[src/hw/rtl/srr_queue.sv]
`timescale 1ns / 1ps
// ============================================================================
// srr_queue - small register queue with occupancy count
// Caller pushes only when there is room and pops only when not empty.
// ============================================================================
module srr_queue #(
    parameter int WIDTH = 32,
    parameter int DEPTH = 4
) (
    input  logic                       i_clk,
    input  logic                       i_rst_n,
    input  logic                       i_push,
    input  logic [WIDTH-1:0]           i_data,
    input  logic                       i_pop,
    output logic [WIDTH-1:0]           o_data,
    output logic                       o_empty,
    output logic [$clog2(DEPTH+1)-1:0] o_count
);

    localparam int PW = $clog2(DEPTH);
    localparam int CW = $clog2(DEPTH + 1);

    logic [WIDTH-1:0] r_mem [DEPTH];
    logic [PW-1:0]    r_wptr;
    logic [PW-1:0]    r_rptr;
    logic [CW-1:0]    r_count;
    logic [PW-1:0]    n_wptr;
    logic [PW-1:0]    n_rptr;
    logic [CW-1:0]    n_count;

    always_comb begin
        n_wptr  = r_wptr;
        n_rptr  = r_rptr;
        n_count = r_count;
        if (i_push) begin
            n_wptr = (r_wptr == PW'(DEPTH - 1)) ? '0 : r_wptr + 1'b1;
        end
        if (i_pop) begin
            n_rptr = (r_rptr == PW'(DEPTH - 1)) ? '0 : r_rptr + 1'b1;
        end
        n_count = r_count + CW'(i_push) - CW'(i_pop);
    end

    always_ff @(posedge i_clk) begin
        if (!i_rst_n) begin
            r_wptr  <= '0;
            r_rptr  <= '0;
            r_count <= '0;
        end else begin
            r_wptr  <= n_wptr;
            r_rptr  <= n_rptr;
            r_count <= n_count;
        end
    end

    always_ff @(posedge i_clk) begin
        if (i_push) begin
            r_mem[r_wptr] <= i_data;
        end
    end

    assign o_data  = r_mem[r_rptr];
    assign o_empty = (r_count == '0);
    assign o_count = r_count;

endmodule

[config.mk]
export PLATFORM = sky130hd
export DESIGN_NAME = srr_queue
export DESIGN_NICKNAME = d
export VERILOG_FILES = /design/src/hw/rtl/srr_queue.sv
export SDC_FILE = /design/constraint.sdc
export NUM_CORES = 1
export LEC_CHECK = 0
export ABC_AREA = 0
export ABC_CLOCK_PERIOD_IN_PS = 2100
export BUFFER_PORTS_ARGS = -buffer_cell sky130_fd_sc_hd__buf_2
export CORE_MARGIN = 2
export CORE_UTILIZATION = 48
export CTS_CLUSTER_SIZE = 16
export DETAILED_ROUTE_END_ITERATION = 10
export GPL_ROUTABILITY_DRIVEN = 0
export PLACE_DENSITY = 0.69
export SYNTH_ARGS = -nofsm -noshare
export SYNTH_HDL_FRONTEND = slang
export SYNTH_SLANG_ARGS = --single-unit
export TNS_END_PERCENT = 1
[constraint.sdc]
create_clock -name i_clk -period 2.1 [get_ports i_clk]
set_input_delay 0.42 -clock i_clk [delete_from_list [all_inputs] [get_ports i_clk]]
set_output_delay 0.42 -clock i_clk [all_outputs]
set_load 0.02 [all_outputs]
==> flow_summary.json <==
{
  "status": "finished with violations",
  "violations": "setup timing",
  "dpl-instance-area_um2": 5700,
  "critPathSlowestCell": "mux4_1",
  "track_usage_pct": 16.2,
  "start_util_pct": 49.4,
  "crit_required_ns": 1.68,
  "cts_max_level": 4,
  "post_cts_buffers": 0,
  "synth.area.mux_share_pct": 14.7,
  "maxCapViolations": 0,
  "synthToLayoutAreaGrowth_pct": 25.9,
  "synth_fp_nets": 253,
  "dieHeight_um": 107,
  "wl_met3_um": 390,
  "overflow": 0,
  "whs_path_depth": 1,
  "dr.pass1.iters": 4,
  "vias": 2307,
  "drt-met1-wl_um": 3690,
  "p_per_area_nw_per_um2": 1080,
  "wl_met2_um": 4260,
  "synth_top_family_by_area": "multiplexers",
  "ys_types": 18,
  "postSynthAreaPerCell_um2": 24.4,
  "totalWireLength_um": 8470,
  "crit_chain": "buf_12 > mux4_1 > buf_2",
  "clkSinkCount": 137,
  "drtAntennaViolNets": 0,
  "slew_headroom_pct": 75.6,
  "critPathMaxStageDelay_ns": 0.54,
  "yosysSeqAreaShare_pct": 78.9,
  "core-area_um2": 10300,
  "die_area_um2": 11500,
  "fin_ws_ns": -0.120,
  "ir_drop_mv": 0.546,
  "nFillCells": 727,
  "antenna_cells": 0,
  "rows": 37,
  "fmax_mhz": 450,
  "cts_tree": "yes",
  "synth_compound_area_share_pct": 0.196,
  "drt_iter0_markers": 88,
  "place_hpwl_um": 5110,
  "clock_path_buffers": 2,
  "io_buffers": 71,
  "ys_ff_latch": 137,
  "final_cell_mix": "edfxtp_1 (128), buf_2 (63), mux4_2 (31)",
  "skew_ns": 0.0118,
  "reg2regPathDepth": 8,
  "wl_per_cell_um": 18.8,
  "endpoint_kind": "output pin",
  "fin_crit_ns": 2.22,
  "whs_ns": 0.119,
  "synthesis.area_um2": 5100,
  "grt_pass1_wl_um": 12900,
  "drive_gt1_share_pct": 47.6,
  "design_area_um2": 6420,
  "crit_arrival_ns": 1.80,
  "critPathKind": "reg2out",
  "fin_nets": 346,
  "die_w_um": 107,
  "cp-start-kind": "flop",
  "power_mw": 6.91,
  "final_common_cell": "edfxtp_1",
  "cp_max_fo": 6,
  "syn_inst": 209,
  "hold_viol_final": 0,
  "synth_fa_ha_area_share_pct": 2.11,
  "tns_ns": -2.92,
  "final_util_pct": 62.2,
  "highest_layer": "met5",
  "final_max_slew_viol_count": 0,
  "clk_pin_slew_ns": 0.06,
  "grt_pass1_vias": 2414,
  "synth-xor-area-share_pct": 0.441,
  "clk_latency_ns": 0.51,
  "clockRootBuffer": "clkbuf_8",
  "period_share_pct": 106,
  "grt_setup_unrepaired": "yes",
  "grt_max_degree": 27,
  "viasPerCell": 5.12,
  "synth-simple-area-share_pct": 1.59,
  "tightest_slew_ns": 0.366,
  "drc": 0,
  "pin_count": 72,
  "hp-class": "in2reg",
  "yosysWarnings": 0,
  "leakage_nw": 2.26,
  "finalSetupViolCount": 32,
  "numCtsBuffers": 17,
  "antenna_found_initial": 1
}
[synthesized netlist by cell type]
master    count  area share, %
nor2_1        4           0.29
mux4_2       30             13
a21oi_1       2           0.20
inv_1         6           0.44
buf_2         3           0.29
dfxtp_1       9            3.5
mux2i_1       2           0.39
nor3_1        1          0.098
mux4_1        2            1.0
and2_1        5           0.61
buf_12        3            1.2
buf_6         1           0.22
ha_1          7            1.7
edfxtp_1    128             75
or3b_2        2           0.34
fa_1          1           0.39
nand2b_1      2           0.25
xnor3_1       1           0.44
[sequential cells by signal, indices dropped and copies added (netlist names), named ones only]
name	count
r_wptr	2
r_mem	128
o_count	3
r_rptr	2
[layer usage]
metal | GRT usage, % | vias up
met5 | 0 | -
met1 | 19.7 | 1162
li1 | - | 1068
met2 | 26.3 | 61
met4 | 6.68 | 2
met3 | 6.14 | 14
[area by class of cell]
| cell class | count | area, µm² | area share (%) |
|---|---|---|---|
| clock buffer | 19 | 422 | 6.56 |
| clock inverter | 13 | 190 | 2.96 |
| inverter | 6 | 22.5 | 0.351 |
| multi-input combinational | 59 | 971 | 15.1 |
| sequential | 137 | 4030 | 62.7 |
| tap | 136 | 170 | 2.65 |
| timing repair buffer | 81 | 618 | 9.62 |
[worst max-delay path: cells and delay by family, from the launching register on]
| kind | cells | cell delay, ns |
|---|---|---|
| DFF | 1 | 0.43 |
| muxes | 1 | 0.54 |
| buffers and inverters | 2 | 0.34 |
[metrics by stage]
stage          instances  worst slack [ns]
6_report             451            -0.120
5_1_grt              451            -0.195
4_1_cts              450            -0.176
3_5_place_dp         417             0.296
3_3_place_gp         417             0.340
2_1_floorplan        209             0.381
[where the power goes]
group          leakage [nW]  internal (mW)  switching (mW)
registers              1.25           3.12          0.0547
clock network         0.298           1.94            1.09
logic                 0.714          0.342           0.368
[what timing repair did]
| item | CTS | global route |
|---|---|---|
| gates cloned | 1 | 1 |
| resized for setup | 6 | 18 |
| pin swaps | 0 | 0 |
| hold buffers | 0 | 0 |
| setup endpoints to repair | 32 | 32 |
[worst paths after layout]
kind                    from      endpoint  slack [ns]
setup / recovery        flop    o_data[26]       -0.12
hold / removal    i_data[14]  r_mem[2][14]        0.12
setup reg to reg  o_count[0]    o_count[2]        0.48
hold reg to reg    r_rptr[0]          flop        0.53
[kinds of logic after synthesis]
| group | after synthesis |
|---|---|
| buffers and inverters | 13 |
| xor gates and xnor gates | 1 |
| AOI/OAI and AO/OA | 2 |
| and+or+nand+nor | 14 |
| DFF | 137 |
| adders and majority gates | 8 |
| muxes | 34 |
Power figures use the tool's default switching activity.
