## src/hw/rtl/srr_pkg.sv

```systemverilog
`timescale 1ns / 1ps
// ============================================================================
// srr_pkg - shared types and constants of the stereo resampler
// Status codes, opcode values and the control bundle passed from the front
// end to the rest of the block.
// ============================================================================
package srr_pkg;

    localparam int SAMPLE_W = 16;
    localparam int STEP_W   = 24;

    localparam logic [STEP_W-1:0] STEP_RESET = 24'd65536;

    // opcodes
    localparam logic OP_PUSH    = 1'b0;
    localparam logic OP_REQUEST = 1'b1;

    // frames needed ahead of the read index before a request may interpolate
    localparam int MIN_AHEAD = 2;

    typedef enum logic [1:0] {
        ST_STORED   = 2'd0,
        ST_DROPPED  = 2'd1,
        ST_PRODUCED = 2'd2,
        ST_UNDERRUN = 2'd3
    } t_status;

    typedef struct packed {
        logic    valid;
        t_status status;
    } t_item_ctl;

endpackage

```

## src/hw/rtl/srr_queue.sv

```systemverilog
`timescale 1ns / 1ps
// ============================================================================
// srr_queue - small register queue with occupancy count
// Caller pushes only when there is room and pops only when not empty.
// ============================================================================
module srr_queue #(
    parameter int WIDTH = 32,
    parameter int DEPTH = 4
) (
    input  logic                       i_clk,
    input  logic                       i_rst_n,
    input  logic                       i_push,
    input  logic [WIDTH-1:0]           i_data,
    input  logic                       i_pop,
    output logic [WIDTH-1:0]           o_data,
    output logic                       o_empty,
    output logic [$clog2(DEPTH+1)-1:0] o_count
);

    localparam int PW = $clog2(DEPTH);
    localparam int CW = $clog2(DEPTH + 1);

    logic [WIDTH-1:0] r_mem [DEPTH];
    logic [PW-1:0]    r_wptr;
    logic [PW-1:0]    r_rptr;
    logic [CW-1:0]    r_count;
    logic [PW-1:0]    n_wptr;
    logic [PW-1:0]    n_rptr;
    logic [CW-1:0]    n_count;

    always_comb begin
        n_wptr  = r_wptr;
        n_rptr  = r_rptr;
        n_count = r_count;
        if (i_push) begin
            n_wptr = (r_wptr == PW'(DEPTH - 1)) ? '0 : r_wptr + 1'b1;
        end
        if (i_pop) begin
            n_rptr = (r_rptr == PW'(DEPTH - 1)) ? '0 : r_rptr + 1'b1;
        end
        n_count = r_count + CW'(i_push) - CW'(i_pop);
    end

    always_ff @(posedge i_clk) begin
        if (!i_rst_n) begin
            r_wptr  <= '0;
            r_rptr  <= '0;
            r_count <= '0;
        end else begin
            r_wptr  <= n_wptr;
            r_rptr  <= n_rptr;
            r_count <= n_count;
        end
    end

    always_ff @(posedge i_clk) begin
        if (i_push) begin
            r_mem[r_wptr] <= i_data;
        end
    end

    assign o_data  = r_mem[r_rptr];
    assign o_empty = (r_count == '0);
    assign o_count = r_count;

endmodule

```

## src/hw/rtl/srr_back.sv

```systemverilog
`timescale 1ns / 1ps
// ============================================================================
// srr_back - back end: interpolation, rounding and result queue
// Multiply stage, then round half to even and clamp into the result queue.
// ============================================================================
module srr_back
    import srr_pkg::*;
#(
    parameter int FRAC_BITS = 16
) (
    input  logic                   i_clk,
    input  logic                   i_rst_n,
    input  logic                   i_q_empty,
    input  t_status                i_q_status,
    input  logic [FRAC_BITS-1:0]   i_q_frac,
    input  logic [2*SAMPLE_W-1:0]  i_q_frame_a,
    input  logic [2*SAMPLE_W-1:0]  i_q_frame_b,
    output logic                   o_q_pop,
    input  logic                   i_pop,
    output logic                   o_empty,
    output logic [1:0]             o_status,
    output logic [SAMPLE_W-1:0]    o_left_out,
    output logic [SAMPLE_W-1:0]    o_right_out
);

    localparam int PROD_W   = FRAC_BITS + 18;
    localparam int NUM_W    = FRAC_BITS + 19;
    localparam int OQ_DEPTH = 4;
    localparam int OQ_CW    = $clog2(OQ_DEPTH + 1);
    localparam int OQ_W     = 2 + 2 * SAMPLE_W;
    localparam logic signed [NUM_W-1:0] S_MAX = NUM_W'(32767);
    localparam logic signed [NUM_W-1:0] S_MIN = NUM_W'(-32768);
    localparam logic [FRAC_BITS-1:0] HALF = FRAC_BITS'(1) << (FRAC_BITS - 1);

    function automatic logic [SAMPLE_W-1:0] f_round(
        input logic signed [SAMPLE_W-1:0] a,
        input logic signed [PROD_W-1:0]   prod
    );
        logic signed [SAMPLE_W+FRAC_BITS-1:0] a_sh;
        logic signed [NUM_W-1:0]              num;
        logic signed [NUM_W-1:0]              q;
        logic signed [NUM_W-1:0]              v;
        logic [FRAC_BITS-1:0]                 rem;
        logic                                 up;
        a_sh = $signed({a, {FRAC_BITS{1'b0}}});
        num  = NUM_W'(a_sh) + NUM_W'(prod);
        q    = num >>> FRAC_BITS;
        rem  = num[FRAC_BITS-1:0];
        up   = (rem > HALF) || (rem == HALF && q[0]);
        v    = q + $signed(NUM_W'(up));
        if (v > S_MAX) begin
            v = S_MAX;
        end else if (v < S_MIN) begin
            v = S_MIN;
        end
        return v[SAMPLE_W-1:0];
    endfunction

    logic                          r_m_valid;
    t_status                       r_m_status;
    logic signed [SAMPLE_W-1:0]    r_m_a_l;
    logic signed [SAMPLE_W-1:0]    r_m_a_r;
    logic signed [PROD_W-1:0]      r_m_prod_l;
    logic signed [PROD_W-1:0]      r_m_prod_r;

    logic signed [SAMPLE_W:0]      diff_l;
    logic signed [SAMPLE_W:0]      diff_r;
    logic signed [PROD_W-1:0]      diff_l_ext;
    logic signed [PROD_W-1:0]      diff_r_ext;
    logic signed [PROD_W-1:0]      frac_ext;
    logic [OQ_CW-1:0]              oq_count;
    logic [OQ_W-1:0]               oq_wdata;
    logic [OQ_W-1:0]               oq_rdata;
    logic                          oq_pop;
    logic [SAMPLE_W-1:0]           left_val;
    logic [SAMPLE_W-1:0]           right_val;

    // take from the middle queue only with a result slot reserved
    assign o_q_pop = !i_q_empty
                  && ((OQ_CW + 1)'(oq_count) + (OQ_CW + 1)'(r_m_valid)
                      < (OQ_CW + 1)'(OQ_DEPTH));

    always_comb begin
        diff_l = $signed({i_q_frame_b[SAMPLE_W-1], i_q_frame_b[SAMPLE_W-1:0]})
               - $signed({i_q_frame_a[SAMPLE_W-1], i_q_frame_a[SAMPLE_W-1:0]});
        diff_r = $signed({i_q_frame_b[2*SAMPLE_W-1], i_q_frame_b[2*SAMPLE_W-1:SAMPLE_W]})
               - $signed({i_q_frame_a[2*SAMPLE_W-1], i_q_frame_a[2*SAMPLE_W-1:SAMPLE_W]});
        diff_l_ext = PROD_W'(diff_l);
        diff_r_ext = PROD_W'(diff_r);
        frac_ext   = $signed(PROD_W'(i_q_frac));
    end

    always_ff @(posedge i_clk) begin
        if (!i_rst_n) begin
            r_m_valid <= 1'b0;
        end else begin
            r_m_valid <= o_q_pop;
        end
    end

    always_ff @(posedge i_clk) begin
        if (o_q_pop) begin
            r_m_status <= i_q_status;
            r_m_a_l    <= $signed(i_q_frame_a[SAMPLE_W-1:0]);
            r_m_a_r    <= $signed(i_q_frame_a[2*SAMPLE_W-1:SAMPLE_W]);
            r_m_prod_l <= diff_l_ext * frac_ext;
            r_m_prod_r <= diff_r_ext * frac_ext;
        end
    end

    always_comb begin
        left_val  = '0;
        right_val = '0;
        if (r_m_status == ST_PRODUCED) begin
            left_val  = f_round(r_m_a_l, r_m_prod_l);
            right_val = f_round(r_m_a_r, r_m_prod_r);
        end
        oq_wdata = {r_m_status, left_val, right_val};
    end

    assign oq_pop = i_pop && !o_empty;

    srr_queue #(
        .WIDTH (OQ_W),
        .DEPTH (OQ_DEPTH)
    ) u_out_queue (
        .i_clk   (i_clk),
        .i_rst_n (i_rst_n),
        .i_push  (r_m_valid),
        .i_data  (oq_wdata),
        .i_pop   (oq_pop),
        .o_data  (oq_rdata),
        .o_empty (o_empty),
        .o_count (oq_count)
    );

    assign o_status    = oq_rdata[OQ_W-1 -: 2];
    assign o_left_out  = oq_rdata[SAMPLE_W +: SAMPLE_W];
    assign o_right_out = oq_rdata[0 +: SAMPLE_W];

endmodule

```

## config.mk

```make
export PLATFORM = sky130hd
export DESIGN_NAME = srr_back
export DESIGN_NICKNAME = d
export VERILOG_FILES = /design/src/hw/rtl/srr_pkg.sv /design/src/hw/rtl/srr_queue.sv /design/src/hw/rtl/srr_back.sv
export SDC_FILE = /design/constraint.sdc
export NUM_CORES = 2
export LEC_CHECK = 0
export BUFFER_PORTS_ARGS = -buffer_cell sky130_fd_sc_hd__buf_2
export CAP_MARGIN = 10
export CORE_ASPECT_RATIO = 2
export CORE_UTILIZATION = 65
export DETAILED_ROUTE_END_ITERATION = 8
export PLACE_DENSITY = 0.81
export SETUP_SLACK_MARGIN = 0.05
export SLEW_MARGIN = 30
export SYNTH_ARGS = -nofsm -noshare
export SYNTH_HDL_FRONTEND = slang
export SYNTH_SLANG_ARGS = --single-unit
export TNS_END_PERCENT = 10
```

## constraint.sdc

```tcl
create_clock -name i_clk -period 13 [get_ports i_clk]
set_input_delay 2.6 -clock i_clk [delete_from_list [all_inputs] [get_ports i_clk]]
set_output_delay 2.6 -clock i_clk [all_outputs]
set_load 0.02 [all_outputs]
```

==> metrics <==
Fmax 88.34 MHz; post-route setup TNS 0 ps; Clock Sinks roughly 250; worst path bufs/invs 4; Iteration-0 DRC Markers 1311; post-synth top area cell fa_1; syn nets approximately 4200; Top cell by count, worst path fa_1; drt wl/cell 19.49 um; RSZ-0062 raised after global routing no; largest net degree at the start of global routing 54; max-slew violation count 0; clk_lat worst skew 530 ps; fin crit period 11320 ps; asr flop ratio synth 0%; status completed; clk slew on worst S/H paths 90 ps; Highest Signal Layer met4; proportion of synthesized area in mux cells 2.398%; syn avg cell area roughly 10 um2; final WL around 79000 um; area grow syn2layout 5.897%; Core Rows 118; Min Hold Slack between 500 and 600 ps; Post-CTS Setup Bufs 0; Hold Path Class flip-flop to flip-flop; Final #Nets ~4300; Worst-Margin Slew 1058 ps; total die area between 0.05 and 0.06 mm2; vias 24005; final core occ between 60% and 70%; CTS tree yes; met3 wire len 3672 um; compound-gate portion of the synthesized area 6.926%; met2 WL post-DR around 43000 um; Final ANT Viol Nets 0; CTS Hold Bufs 0; Simple-Gate Fraction of Synth Area 13.41%; most common cell in the synthesized netlist inv_1; # port buffers between 100 and 150; H-tree level count 1; post-synth top area share 32.43%; Req. time, crit path 13260 ps; Chip Width 163.9 um; max incr delay on CP approximately 600 ps; Crit. End Element flip-flop; Post-route DRC 0; initial core utilization 65.75%; first-pass GRT wire length 130100 um; Setup Skew between 15 and 20 ps; overall die height approximately 330 um; number of synthesized flops with an enable pin approximately 240; Synth top cells by count inv_1, fa_1, nand2_1; yosys warns 0; wl on met1 26680 um; xor and xnor area share after synthesis roughly 4.1%; Inserted Clock Buffers 20; CP top delay family adder cells; Fin. Hold Viols 0; clock buffer depth 3; fraction of the yosys area taken by sequential cells 21.56%; Slowest-stage cell, CP fa_1; Cells after Synth 3343; post_cts resized 0; main flop type after synthesis edfxtp_1; Mapped Area 0.03407 mm2; number of global-route vias before repair approximately 27000; fill count 3851; slew margin rel. ~30%; distinct cell type count after synthesis slightly below 90; Final GP Congestion roughly 0.9; DR pass1 iterations 5; crit path launch type input pin; via density per instance about 5.9; share of layout cells above drive strength 1 8.612%; Synth Area in Adders 41.94%; Root Driver clkbuf_16; synthesized flop and latch total 248; max-cap viol count 0; crit path kind input pin to flip-flop; Global Route Usage Sum between 30% and 40%; Area contributors post-synth fa_1, edfxtp_1, ha_1; largest family of logic cells by synthesized area adder cells; core footprint between 0.05 and 0.06 mm2; dpl hpwl 62540 um; initial antenna violation count 0; Critical Path AT 11580 ps; CP max FO 5; # setup viols final 0; # IOs 122; Tcrit/Tclk final 87.07%; total grt overflow 0
==> state kept, by name, indices dropped and copies added, names as in the netlist, named ones only <==
| name | cells |
|---|---|
| r_m_a_r | 16 |
| u_out_queue.r_rptr | 2 |
| u_out_queue.r_wptr | 2 |
| r_m_a_l | 16 |
| r_m_valid | 1 |
| r_m_status | 2 |
| r_m_prod_r | 34 |
| u_out_queue.o_count | 3 |
| r_m_prod_l | 34 |
| u_out_queue.r_mem | 136 |
==> through the flow <==
step,std cells,instance area (um2),setup slack (ps)
after floorplan,3343,34070,2209
after global placement,4039,35350,1614
after detailed placement,4039,35350,1289
after CTS,4074,36060,1769
after global routing,4074,36080,1071
final,4075,36080,1681
==> worst paths after layout <==
path / start / endpoint / slack [ps] / cells after the start
max: i_q_frame_a[0] / r_m_prod_l[33]$_DFFE_PP_ / 1680 / 34
min: r_m_status[0]$_DFFE_PP_ / u_out_queue.r_mem[2][32]$_DFFE_PP_ / 570 / 0
max reg2reg: r_m_a_l[0]$_DFFE_PP_ / u_out_queue.r_mem[1][19]$_DFFE_PP_ / 8430 / 14
min reg2reg: r_m_status[0]$_DFFE_PP_ / u_out_queue.r_mem[2][32]$_DFFE_PP_ / 570 / 0
==> layout by cell type, fill, tap and decap left out, types with 7 or more instances in the layout <==
| cell type | Yosys | final |
|---|---|---|
| a21boi_0 | 8 | 8 |
| a21o_1 | 33 | 33 |
| a21oi_1 | 80 | 80 |
| a31oi_1 | 10 | 10 |
| and2_1 | 210 | 210 |
| and3_1 | 30 | 30 |
| buf_2 | 4 | 121 |
| buf_4 | 1 | 36 |
| clkbuf_16 | 0 | 21 |
| dfxtp_1 | 10 | 9 |
| edfxtp_1 | 238 | 238 |
| fa_1 | 552 | 552 |
| ha_1 | 254 | 254 |
| inv_1 | 750 | 750 |
| mux4_2 | 34 | 34 |
| nand2_1 | 315 | 315 |
| nand2b_1 | 36 | 36 |
| nand3_1 | 39 | 39 |
| nand4_1 | 12 | 12 |
| nor2_1 | 87 | 83 |
| nor2b_1 | 71 | 71 |
| nor3_1 | 33 | 33 |
| nor4_1 | 12 | 12 |
| o211ai_2 | 14 | 14 |
| o21a_1 | 22 | 22 |
| o21ai_0 | 58 | 58 |
| o21ai_1 | 8 | 8 |
| o21ai_2 | 10 | 10 |
| o31ai_1 | 7 | 7 |
| or3_1 | 13 | 13 |
| xnor2_1 | 113 | 110 |
| xor2_1 | 45 | 44 |
==> kinds of logic (layout without fill, tap and decap cells) <==
group                    Yosys count  in the layout
adder cells (fa/ha/maj)          812            812
multiplexers                      39             39
other                              0              1
AO/OA/AOI/OAI                    324            324
AND/OR/NAND/NOR                  891            891
buffers and inverters            871            942
flip-flops                       248            248
XOR/XNOR                         158            158
==> metal layers <==
layer	global-route usage (%)	vias up
met4	20.65	0
met2	58.47	919
met1	33.01	12096
met5	0	-
met3	2.839	385
li1	-	10605
==> layout make-up <==
type | count | area [um2] | area share [%]
Antenna cell | 1 | 2.502 | 0.006935
Clock buffer | 22 | 529.3 | 1.467
Clock inverter | 13 | 186.4 | 0.5167
Inverter | 750 | 2815 | 7.802
Multi-Input combinational cell | 2224 | 23500 | 65.13
Sequential cell | 248 | 7348 | 20.37
Tap cell | 660 | 825.8 | 2.289
Timing Repair Buffer | 157 | 875.8 | 2.427
Power is not shown: default switching activity piles up to over one toggle a cycle in this logic, so the estimate is an artifact.
