`src/hw/rtl/srr_pkg.sv`:
```
`timescale 1ns / 1ps
// ============================================================================
// srr_pkg - shared types and constants of the stereo resampler
// Status codes, opcode values and the control bundle passed from the front
// end to the rest of the block.
// ============================================================================
package srr_pkg;

    localparam int SAMPLE_W = 16;
    localparam int STEP_W   = 24;

    localparam logic [STEP_W-1:0] STEP_RESET = 24'd65536;

    // opcodes
    localparam logic OP_PUSH    = 1'b0;
    localparam logic OP_REQUEST = 1'b1;

    // frames needed ahead of the read index before a request may interpolate
    localparam int MIN_AHEAD = 2;

    typedef enum logic [1:0] {
        ST_STORED   = 2'd0,
        ST_DROPPED  = 2'd1,
        ST_PRODUCED = 2'd2,
        ST_UNDERRUN = 2'd3
    } t_status;

    typedef struct packed {
        logic    valid;
        t_status status;
    } t_item_ctl;

endpackage

```
`src/hw/rtl/srr_step_mod.sv`:
```
`timescale 1ns / 1ps
// ============================================================================
// srr_step_mod - remainder of the step's integer part by the ring depth
// Quotient by reciprocal multiplication, then multiply back and subtract;
// two register stages.
// ============================================================================
module srr_step_mod #(
    parameter int INT_W = 9,
    parameter int DEPTH = 4096
) (
    input  logic                     i_clk,
    input  logic                     i_rst_n,
    input  logic                     i_start,
    input  logic [INT_W-1:0]         i_value,
    output logic                     o_busy,
    output logic [$clog2(DEPTH)-1:0] o_rem
);

    localparam int AW    = $clog2(DEPTH);
    localparam int SHIFT = INT_W + AW;
    localparam int MUL_W = 2 * INT_W + 1;
    localparam int EXT_W = SHIFT + INT_W;
    // ceil(2^SHIFT / DEPTH), exact quotient for every value below 2^INT_W
    localparam logic [63:0] RECIP_L =
        ((64'd1 << SHIFT) + 64'(DEPTH) - 64'd1) / 64'(DEPTH);
    localparam logic [MUL_W-1:0] RECIP   = MUL_W'(RECIP_L);
    localparam logic [INT_W-1:0] DEPTH_N = INT_W'(DEPTH);

    logic             r_busy;
    logic [INT_W-1:0] r_val;
    logic [INT_W-1:0] r_quo;
    logic [AW-1:0]    r_rem;
    logic [MUL_W-1:0] prod;
    logic [EXT_W-1:0] prod_ext;
    logic [INT_W-1:0] quo;
    logic [INT_W-1:0] rem_full;

    always_comb begin
        prod     = MUL_W'(i_value) * RECIP;
        prod_ext = EXT_W'(prod);
        quo      = prod_ext[SHIFT +: INT_W];
        // quotient times depth never exceeds the value, so INT_W bits suffice
        rem_full = r_val - r_quo * DEPTH_N;
    end

    always_ff @(posedge i_clk) begin
        if (!i_rst_n) begin
            r_busy <= 1'b0;
        end else begin
            r_busy <= i_start;
        end
    end

    always_ff @(posedge i_clk) begin
        if (i_start) begin
            r_val <= i_value;
            r_quo <= quo;
        end
        if (r_busy) begin
            r_rem <= AW'(rem_full);
        end
    end

    assign o_busy = r_busy;
    assign o_rem  = r_rem;

endmodule

```
`src/hw/rtl/srr_front.sv`:
```
`timescale 1ns / 1ps
// ============================================================================
// srr_front - front end: step register, ring indices and item classification
// Decides each item's status in order, writes stored frames and issues the
// two ring reads for a request in the cycle of the transfer.
// ============================================================================
module srr_front
    import srr_pkg::*;
#(
    parameter int RING_DEPTH = 4096,
    parameter int FRAC_BITS  = 16,
    parameter int Q_DEPTH    = 4
) (
    input  logic                           i_clk,
    input  logic                           i_rst_n,
    input  logic                           i_push,
    input  logic                           i_opcode,
    input  logic [SAMPLE_W-1:0]            i_left_sample,
    input  logic [SAMPLE_W-1:0]            i_right_sample,
    input  logic                           i_cfg_we,
    input  logic [STEP_W-1:0]              i_cfg_wdata,
    input  logic [$clog2(Q_DEPTH+1)-1:0]   i_q_count,
    output logic                           o_full,
    output logic                           o_ram_we,
    output logic [$clog2(RING_DEPTH)-1:0]  o_ram_waddr,
    output logic [2*SAMPLE_W-1:0]          o_ram_wdata,
    output logic [$clog2(RING_DEPTH)-1:0]  o_ram_raddr_a,
    output logic [$clog2(RING_DEPTH)-1:0]  o_ram_raddr_b,
    output t_item_ctl                      o_ctl,
    output logic [FRAC_BITS-1:0]           o_frac
);

    localparam int AW    = $clog2(RING_DEPTH);
    localparam int INT_W = STEP_W + 1 - FRAC_BITS;
    localparam int QCW   = $clog2(Q_DEPTH + 1);
    localparam logic [AW:0] DEPTH_C = (AW + 1)'(RING_DEPTH);
    localparam logic [AW:0] WRAP_C  = (AW + 1)'(64'h1_0000_0000 % RING_DEPTH);
    localparam logic [AW-1:0] LAST_SLOT = AW'(RING_DEPTH - 1);
    localparam logic signed [31:0] DEPTH_S = 32'(RING_DEPTH);
    localparam logic signed [31:0] AHEAD_S = 32'(MIN_AHEAD);

    logic [STEP_W-1:0]    r_step;
    logic                 r_cfg_pending;
    logic [31:0]          r_write_index;
    logic [AW-1:0]        r_write_slot;
    logic [31:0]          r_base;
    logic [FRAC_BITS-1:0] r_frac;
    logic [AW-1:0]        r_base_slot;
    t_item_ctl            r_ctl;
    logic [FRAC_BITS-1:0] r_s1_frac;

    logic                 mod_busy;
    logic [AW-1:0]        step_mod;
    logic [INT_W-1:0]     step_int;
    logic                 accept;
    logic                 is_req;
    logic [31:0]          lead;
    logic                 has_room;
    logic                 has_pair;
    logic                 do_store;
    logic                 do_advance;
    t_status              status;
    logic [FRAC_BITS:0]   frac_sum;
    logic [32:0]          base_sum;
    logic [AW:0]          slot_t1;
    logic [AW:0]          slot_t2;
    logic [AW:0]          slot_t3;
    logic [AW-1:0]        base_slot_p1;
    logic [AW-1:0]        n_write_slot;

    assign step_int = INT_W'({1'b0, r_step} >> FRAC_BITS);

    srr_step_mod #(
        .INT_W (INT_W),
        .DEPTH (RING_DEPTH)
    ) u_step_mod (
        .i_clk   (i_clk),
        .i_rst_n (i_rst_n),
        .i_start (r_cfg_pending),
        .i_value (step_int),
        .o_busy  (mod_busy),
        .o_rem   (step_mod)
    );

    assign o_full = r_cfg_pending || mod_busy
                 || ((QCW + 1)'(i_q_count) + (QCW + 1)'(r_ctl.valid)
                     >= (QCW + 1)'(Q_DEPTH));

    always_comb begin
        accept     = i_push && !o_full;
        is_req     = (i_opcode == OP_REQUEST);
        lead       = r_write_index - r_base;
        has_room   = $signed(lead) < DEPTH_S;
        has_pair   = $signed(lead) >= AHEAD_S;
        do_store   = accept && !is_req && has_room;
        do_advance = accept && is_req && has_pair;

        if (!is_req) begin
            status = has_room ? ST_STORED : ST_DROPPED;
        end else begin
            status = has_pair ? ST_PRODUCED : ST_UNDERRUN;
        end

        // position advance, slot tracked alongside the 32-bit index
        frac_sum = {1'b0, r_frac} + {1'b0, r_step[FRAC_BITS-1:0]};
        base_sum = {1'b0, r_base} + 33'(step_int) + 33'(frac_sum[FRAC_BITS]);

        slot_t1 = {1'b0, r_base_slot} + {1'b0, step_mod};
        if (slot_t1 >= DEPTH_C) begin
            slot_t1 = slot_t1 - DEPTH_C;
        end
        slot_t2 = slot_t1 + (AW + 1)'(frac_sum[FRAC_BITS]);
        if (slot_t2 == DEPTH_C) begin
            slot_t2 = '0;
        end
        // index wrap at 2^32 shifts the slot by 2^32 mod depth
        slot_t3 = slot_t2;
        if (base_sum[32]) begin
            slot_t3 = (slot_t2 >= WRAP_C) ? slot_t2 - WRAP_C
                                          : slot_t2 + DEPTH_C - WRAP_C;
        end

        base_slot_p1 = (r_base_slot == LAST_SLOT || r_base == '1) ? '0
                     : r_base_slot + 1'b1;
        n_write_slot = (r_write_slot == LAST_SLOT || r_write_index == '1) ? '0
                     : r_write_slot + 1'b1;
    end

    always_ff @(posedge i_clk) begin
        if (!i_rst_n) begin
            r_step        <= STEP_RESET;
            r_cfg_pending <= 1'b1;
            r_write_index <= '0;
            r_write_slot  <= '0;
            r_base        <= '0;
            r_frac        <= '0;
            r_base_slot   <= '0;
            r_ctl         <= '{valid: 1'b0, status: ST_STORED};
        end else begin
            if (i_cfg_we) begin
                r_step        <= i_cfg_wdata;
                r_cfg_pending <= 1'b1;
            end else begin
                r_cfg_pending <= 1'b0;
            end
            if (do_store) begin
                r_write_index <= r_write_index + 1'b1;
                r_write_slot  <= n_write_slot;
            end
            if (do_advance) begin
                r_base      <= base_sum[31:0];
                r_frac      <= frac_sum[FRAC_BITS-1:0];
                r_base_slot <= slot_t3[AW-1:0];
            end
            r_ctl.valid  <= accept;
            r_ctl.status <= status;
        end
    end

    always_ff @(posedge i_clk) begin
        r_s1_frac <= r_frac;
    end

    assign o_ram_we      = do_store;
    assign o_ram_waddr   = r_write_slot;
    assign o_ram_wdata   = {i_right_sample, i_left_sample};
    assign o_ram_raddr_a = r_base_slot;
    assign o_ram_raddr_b = base_slot_p1;
    assign o_ctl         = r_ctl;
    assign o_frac        = r_s1_frac;

endmodule

```
`config.mk`:
```
export PLATFORM = sky130hd
export DESIGN_NAME = srr_front
export DESIGN_NICKNAME = d
export VERILOG_FILES = /design/src/hw/rtl/srr_pkg.sv /design/src/hw/rtl/srr_step_mod.sv /design/src/hw/rtl/srr_front.sv
export SDC_FILE = /design/constraint.sdc
export NUM_CORES = 1
export LEC_CHECK = 0
export ABC_AREA = 0
export BUFFER_PORTS_ARGS = -buffer_cell sky130_fd_sc_hd__clkbuf_2
export CORE_MARGIN = 10
export CORE_UTILIZATION = 30
export DETAILED_ROUTE_END_ITERATION = 7
export GPL_TIMING_DRIVEN = 0
export HOLD_SLACK_MARGIN = 0.15
export PLACE_DENSITY = 0.49
export SLEW_MARGIN = 20
export SYNTH_ARGS = -nofsm -noshare
export SYNTH_HDL_FRONTEND = slang
export SYNTH_SLANG_ARGS = --single-unit
```
`constraint.sdc`:
```
create_clock -name i_clk -period 13 [get_ports i_clk]
set_clock_uncertainty 0.1 [all_clocks]
set_input_delay 0 -clock i_clk [delete_from_list [all_inputs] [get_ports i_clk]]
set_output_delay 0 -clock i_clk [all_outputs]
set_load 0.03 [all_outputs]
```
==> results of run 1 <==
==> kinds of logic after synthesis <==
logic type | Yosys count
mux | 56
compound gates | 327
buf+inv | 159
flops | 165
simple gates | 466
fa+ha+maj | 73
xor+xnor | 49
==> report_power, final <==
group | internal (uW) | total [uW] | switching [uW]
combinational | 51.6 | 125 | 73.1
clock | 276 | 524 | 248
sequential | 524 | 532 | 7.94
==> state kept, by name (all words and copies together), names as in the netlist <==
register / cells
r_base: 32
r_write_index: 32
o_ram_raddr_a: 12
r_step: 24
o_ram_waddr: 12
o_ctl: 3
r_frac: 16
u_step_mod.o_busy: 1
u_step_mod.o_rem: 8
o_frac: 16
u_step_mod.r_val: 8
r_cfg_pending: 1
==> critical path, stage by stage, from the launching register on <==
cell	delay, ns
dfxtp_1	0.33
ha_1	0.23
fa_1	0.41
a21o_1	0.17
a21o_1	0.19
a21oi_1	0.15
nor2b_1	0.08
o311ai_0	0.41
a31oi_1	0.28
a21o_1	0.24
a21oi_1	0.16
o21ai_0	0.28
fa_1	0.49
fa_1	0.43
a21oi_1	0.17
nor2_1	0.05
nor2_1	0.16
o21bai_1	0.10
a21oi_1	0.25
o21bai_1	0.10
a21oi_1	0.70
clkbuf_1	0.52
nor4_1	0.13
mux2i_1	0.15
==> stage by stage <==
stage	utilization	total power (uW)	setup WS, ns	std cells
3_5_place_dp	0.340	661	6.62	1869
4_1_cts	0.367	1200	6.57	1934
3_3_place_gp	0.340	660	6.61	1869
2_1_floorplan	-	625	7.98	1295
5_1_grt	0.367	1230	6.14	1934
6_report	0.367	1180	6.57	1934
==> metal layers <==
layer,vias to the layer above,part of all wire
li1,5058,-
met1,4701,0.50
met2,232,0.44
met3,22,0.048
met4,0,0.010
met5,-,0
==> how the worst max path moves through the flow <==
stage / from / end / slack [ns]
6_report: r_step[0] / r_base[10] / 6.57
3_5_place_dp: r_step[0] / r_base[10] / 6.62
3_3_place_gp: r_frac[0] / r_base[10] / 6.61
2_1_floorplan: r_step[0] / r_base[10] / 7.98
4_1_cts: r_frac[0] / r_base[10] / 6.57
5_1_grt: r_frac[0] / r_base[10] / 6.14
==> cell usage in the layout, fill, tap and decap left out, types with 44 or more instances in the layout <==
cell | Yosys | routed
dfxtp_1 | 149 | 149
clkbuf_2 | 0 | 119
a21oi_1 | 117 | 117
nand2_1 | 117 | 117
nor2_1 | 105 | 105
ha_1 | 67 | 67
inv_1 | 66 | 66
mux2i_1 | 56 | 56
nand3_1 | 44 | 44
clkbuf_1 | 44 | 44
==> layout make-up <==
type | instances | area [sq um] | area share
multi-input combinational | 971 | 6460 | 0.506
buffer | 93 | 497 | 0.0389
inverter | 66 | 248 | 0.0194
sequential | 165 | 3460 | 0.271
timing repair buffer | 152 | 926 | 0.0725
clock buffer | 17 | 425 | 0.0333
tap | 455 | 569 | 0.0446
clock inverter | 15 | 180 | 0.0141
==> what timing repair did <==
item                                   CTS  global route
setup endpoints to repair                0             0
hold buffers                            33             0
endpoints found under the hold margin   40             0
==> flow_summary.yaml, run 1 <==
status:
  status: "finished clean"
sta:
  slew_viol_final: 0
  min_period_over_period: 0.495
  worst_slew_pin_slew_ns: 0.959
  rsz0062_at_grt: "no"
  fin_tns_setup_ns: 0
  hold_ws_ns: 0.163
  timing.fmax_ghz: 0.155
  period_minus_slack_ns: 6.43
  slew_headroom: 0.356
  finalHoldViolCount: 0
  setup_viol_count_final: 0
cells_and_area:
  final_nets: 1602
  fin_area_sq_um: 12800
  area_growth_pct: 19.7
  drive_gt1_frac: 0.150
  fill_cells: 3689
  insertedDiodeCount: 0
logic_synthesis:
  syn_area_per_cell_sq_um: 8.24
  yosysTopAreaCellShare: 0.280
  yosysUniqueCellTypes: 71
  synthXorXnorAreaFrac: 0.0402
  syn_inst: 1295
  synth_top_family_by_area: "simple AND/OR/NAND/NOR gates"
  synth.area.mux_share: 0.0526
  synthAdderAreaFrac: 0.0889
  synth_edf_count: 16
  synth_nets: 1431
  ys_seq_area_frac: 0.325
  ys_ff_latch: 165
  synth_common_cells: "149 x dfxtp_1, 117 x a21oi_1, 117 x nand2_1, 105 x nor2_1, 67 x ha_1"
  synthArstFlopShare: 0
  synthSimpleGateAreaFrac: 0.224
  yosysMostFrequentCell: "dfxtp_1"
  ys.flop_type: "dfxtp_1"
  synth_compound_area_frac: 0.199
  yosys.area.top_type: "dfxtp_1"
  yosysWarningCount: 0
  synthesis.area_sq_um: 10700
  synthTopCellsByArea: "dfxtp_1 28%, ha_1 7.9%, a21oi_1 5.5%, mux2i_1 5.3%, edfxtp_1 4.5%"
die:
  fp-row-count: 68
  initial_core_util: 0.306
  die-width_um: 209
  core_sq_um: 34800
  dieArea_sq_um: 43500
  ioPinCount: 153
  die_y_um: 209
clock_tree:
  clock_sinks: 165
  cts-root-buf: "clkbuf_16"
  htreeDepth: 4
  cts_resized: 0
  clkTransAtPathRegs_ns: 0.07
  tritoncts: "done"
  cts_setup_buffers: 0
  clkLatencyLatePin_ns: 0.45
  numCtsBuffers: 17
  ctsLongestPathBuffers: 2
grt:
  use_met2: 0.233
  grt-busiest-layer: "met2"
  grt.met3_usage: 0.0277
  track_usage: 0.147
  grt_pass1_vias: 9486
  grt_first_pass_wirelength_mm: 52.7
  grt_overflow_total: 0
  antenna_found_initial: 0
  grt_max_degree: 19
  use_met1: 0.204
critical_path:
  cp.required_ns: 13.20
  r2r_slack_ns: 6.57
  reg2reg_depth: 23
  worstPathArrival_ns: 6.63
  cp-end-kind: "flop"
  critPathKind: "flop to flop"
  path_max_fanout: 10
  r2r_start: "r_step[0]"
  crit_path_start_kind: "flop"
  rr_endpoint: "r_base[10]"
routing:
  drt_wl_total_mm: 33.4
  routedWlPerCell_um: 17.3
  viasPerCell: 5.18
  drt_pass1_iterations: 5
  drc: 0
  drt_iter0_drc: 637
  ant_nets: 0
  vias: 10013
min_path:
  min_path_cells: 2
  hold-path-endpoint: "o_ram_wdata[9]"
  min_from: "i_left_sample[9]"
  hold_class: "primary input to output pin"
placed_design:
  place_hpwl_mm: 26.1
  gp_congestion: 0.874
  place_area_sq_um: 11800
  port_buffers: 119
job:
  cap_violations: 0
pwr:
  p_leak_uw: 0.00526
  powerDensity_nw_per_um2: 92.5
  vdd.ir_drop.worst_uv: 84.1
Note: power is estimated with default switching activity, not from simulation.
==> run 2, diff against run 1 <==
- clock period: 13 -> 6.54 ns (I/O delays scaled with it)
==> run 2 against run 1 <==
Hold slack unchanged. Sequential share of layout area about the same. Total power is 99% higher. Critical path depth did not move. Combinational power is 98% higher. Count of clock-buffer cells in the layout stayed put. Non-clock buffer count stayed put. Critical endpoint unchanged. Cell count unchanged. Largest power group unchanged. Critical path type unchanged. Flip-flop and latch count unchanged. First-iteration DRC count decreased by 4.9%.
==> flow_summary.yaml, run 2 (same netlist as run 1, synthesis figures left out) <==
status:
  status: "finished clean"
grt:
  antenna_found_initial: 0
  grt_max_degree: 19
  grt_overflow_total: 0
  grt_first_pass_wirelength_mm: 52.7
  track_usage: 0.147
  grt_pass1_vias: 9486
routing:
  drt_iter0_drc: 606
  drt_wl_total_mm: 33.4
  drc: 0
  ant_nets: 0
  vias: 9983
  drt_pass1_iterations: 5
  viasPerCell: 5.16
  routedWlPerCell_um: 17.3
min_path:
  min_path_cells: 2
  hold_class: "primary input to output pin"
  min_from: "i_left_sample[9]"
  hold-path-endpoint: "o_ram_wdata[9]"
die:
  fp-row-count: 68
  die_y_um: 209
  core_sq_um: 34800
  ioPinCount: 153
  die-width_um: 209
  dieArea_sq_um: 43500
  initial_core_util: 0.306
critical_path:
  crit_chain: "ha_1 > fa_1 > a21o_1 > a21o_1 > a21oi_1 > nor2b_1 > o311ai_0 > a31oi_1 > a21o_1 > a21oi_1 > o21ai_0 > fa_1 > fa_1 > a21oi_1 > nor2_1 > nor2_1 > o21bai_1 > a21oi_1 > o21bai_1 > a21oi_2 > clkbuf_2 > nor4_1 > mux2i_1"
  crit_path_start_kind: "flop"
  r2r_start: "r_step[0]"
  cp.required_ns: 6.74
  r2r_slack_ns: 0.54
  path_max_fanout: 10
  cp_slowest_cell: "fa_1"
  cp_common_cell: "a21oi_1"
  worstPathArrival_ns: 6.19
  critPathKind: "flop to flop"
  reg2reg_depth: 23
  crit_path_start: "r_step[0]"
  cpPeakStageDelay_ns: 0.49
  cp-end-kind: "flop"
  rr_endpoint: "r_base[10]"
clock_tree:
  clkTransAtPathRegs_ns: 0.07
  clkLatencyLatePin_ns: 0.45
  tritoncts: "done"
  cts-root-buf: "clkbuf_16"
  clock_sinks: 165
  ctsLongestPathBuffers: 2
  htreeDepth: 4
  numCtsBuffers: 17
  cts_setup_buffers: 0
cells_and_area:
  most-common-layout-cells: "149 x dfxtp_1, 121 x clkbuf_2, 117 x nand2_1, 116 x a21oi_1, 104 x nor2_1"
  instances_no_fill: 1934
  final_nets: 1602
  drive_gt1_frac: 0.153
  insertedDiodeCount: 0
  largestRegisters: "r_base (32), r_write_index (32), r_step (24)"
  final_common_cell: "dfxtp_1"
  area_growth_pct: 19.8
sta:
  worst_slew_pin_slew_ns: 0.963
  rsz0062_at_grt: "no"
  slew_viol_final: 0
  setup_viol_count_final: 0
  fin_tns_setup_ns: 0
  min_period_over_period: 0.917
  slew_headroom: 0.353
  timing.fmax_ghz: 0.167
  period_minus_slack_ns: 6.00
  finalHoldViolCount: 0
pwr:
  p_seq_frac: 0.450
  combinationalPowerShare: 0.105
  p_leak_uw: 0.00527
  p_sw_uw: 656
  clkPwrFrac: 0.444
  swShare: 0.279
  vdd.ir_drop.worst_uv: 166
  powerDensity_nw_per_um2: 184
  p_int_uw: 1690
placed_design:
  place_hpwl_mm: 26.1
  dp_cells: 1869
  gp_congestion: 0.874
  port_buffers: 119
job:
  cap_violations: 0
run 2: worst max-delay path by stage:
| stage | end | slack, ns | depth (start not counted) |
|---|---|---|---|
| finish | r_base[10] | 0.54 | 23 |
| detailed placement | r_base[10] | 0.16 | 23 |
| CTS | r_base[10] | 0.11 | 23 |
| global route | r_base[9] | 0.09 | 23 |
| floorplan | r_base[10] | 1.52 | 23 |
| global placement | r_base[10] | 0.15 | 23 |
run 2: layer usage:
metal | vias up | global-route usage | part of all wire
li1 | 5047 | - | -
met1 | 4679 | 0.204 | 0.49
met2 | 235 | 0.233 | 0.44
met3 | 22 | 0.0277 | 0.053
met4 | 0 | 0.0292 | 0.010
met5 | - | 0 | 0
run 2: what timing repair did:
item | in CTS | in global routing
hold buffers | 33 | 0
hold endpoints to repair | 40 | 0
resized for setup | 0 | 6
setup endpoints to repair | 0 | 19
run 2: worst max-delay path, delay by kind of cell (launching register included):
kind	cells	cell delay, ns
AO/OA/AOI/OAI	13	2.97
buffers and inverters	1	0.36
adder cells (fa/ha/maj)	4	1.56
multiplexers	1	0.13
flip-flops	1	0.33
AND/OR/NAND/NOR	4	0.39
run 2: final cells by class:
type,instances,area [sq um]
tap,455,569
multi-input combinational,971,6460
buffer,93,499
timing repair buffer,152,926
fill,3688,22000
clock inverter,15,180
clock buffer,17,425
sequential,165,3460
inverter,66,248
run 2: metrics by stage:
stage	setup slack (ns)	util	area [sq um]	hold slack, ns	total power (uW)
after global placement	0.148	0.340	11800	0.136	1310
after global routing	0.0894	0.367	12800	0.169	2440
after floorplan	1.52	-	10700	0.0290	1240
final	0.544	0.367	12800	0.163	2350
after detailed placement	0.156	0.340	11800	0.140	1310
after CTS	0.108	0.367	12800	0.165	2380
run 2: power groups by stage:
| stage | logic [uW] | clock network (uW) | registers, uW |
|---|---|---|---|
| after floorplan | 159 | 0 | 1080 |
| after global placement | 230 | 0 | 1080 |
| after detailed placement | 232 | 0 | 1080 |
| after CTS | 249 | 1070 | 1060 |
| after global routing | 272 | 1100 | 1060 |
| final | 248 | 1040 | 1060 |
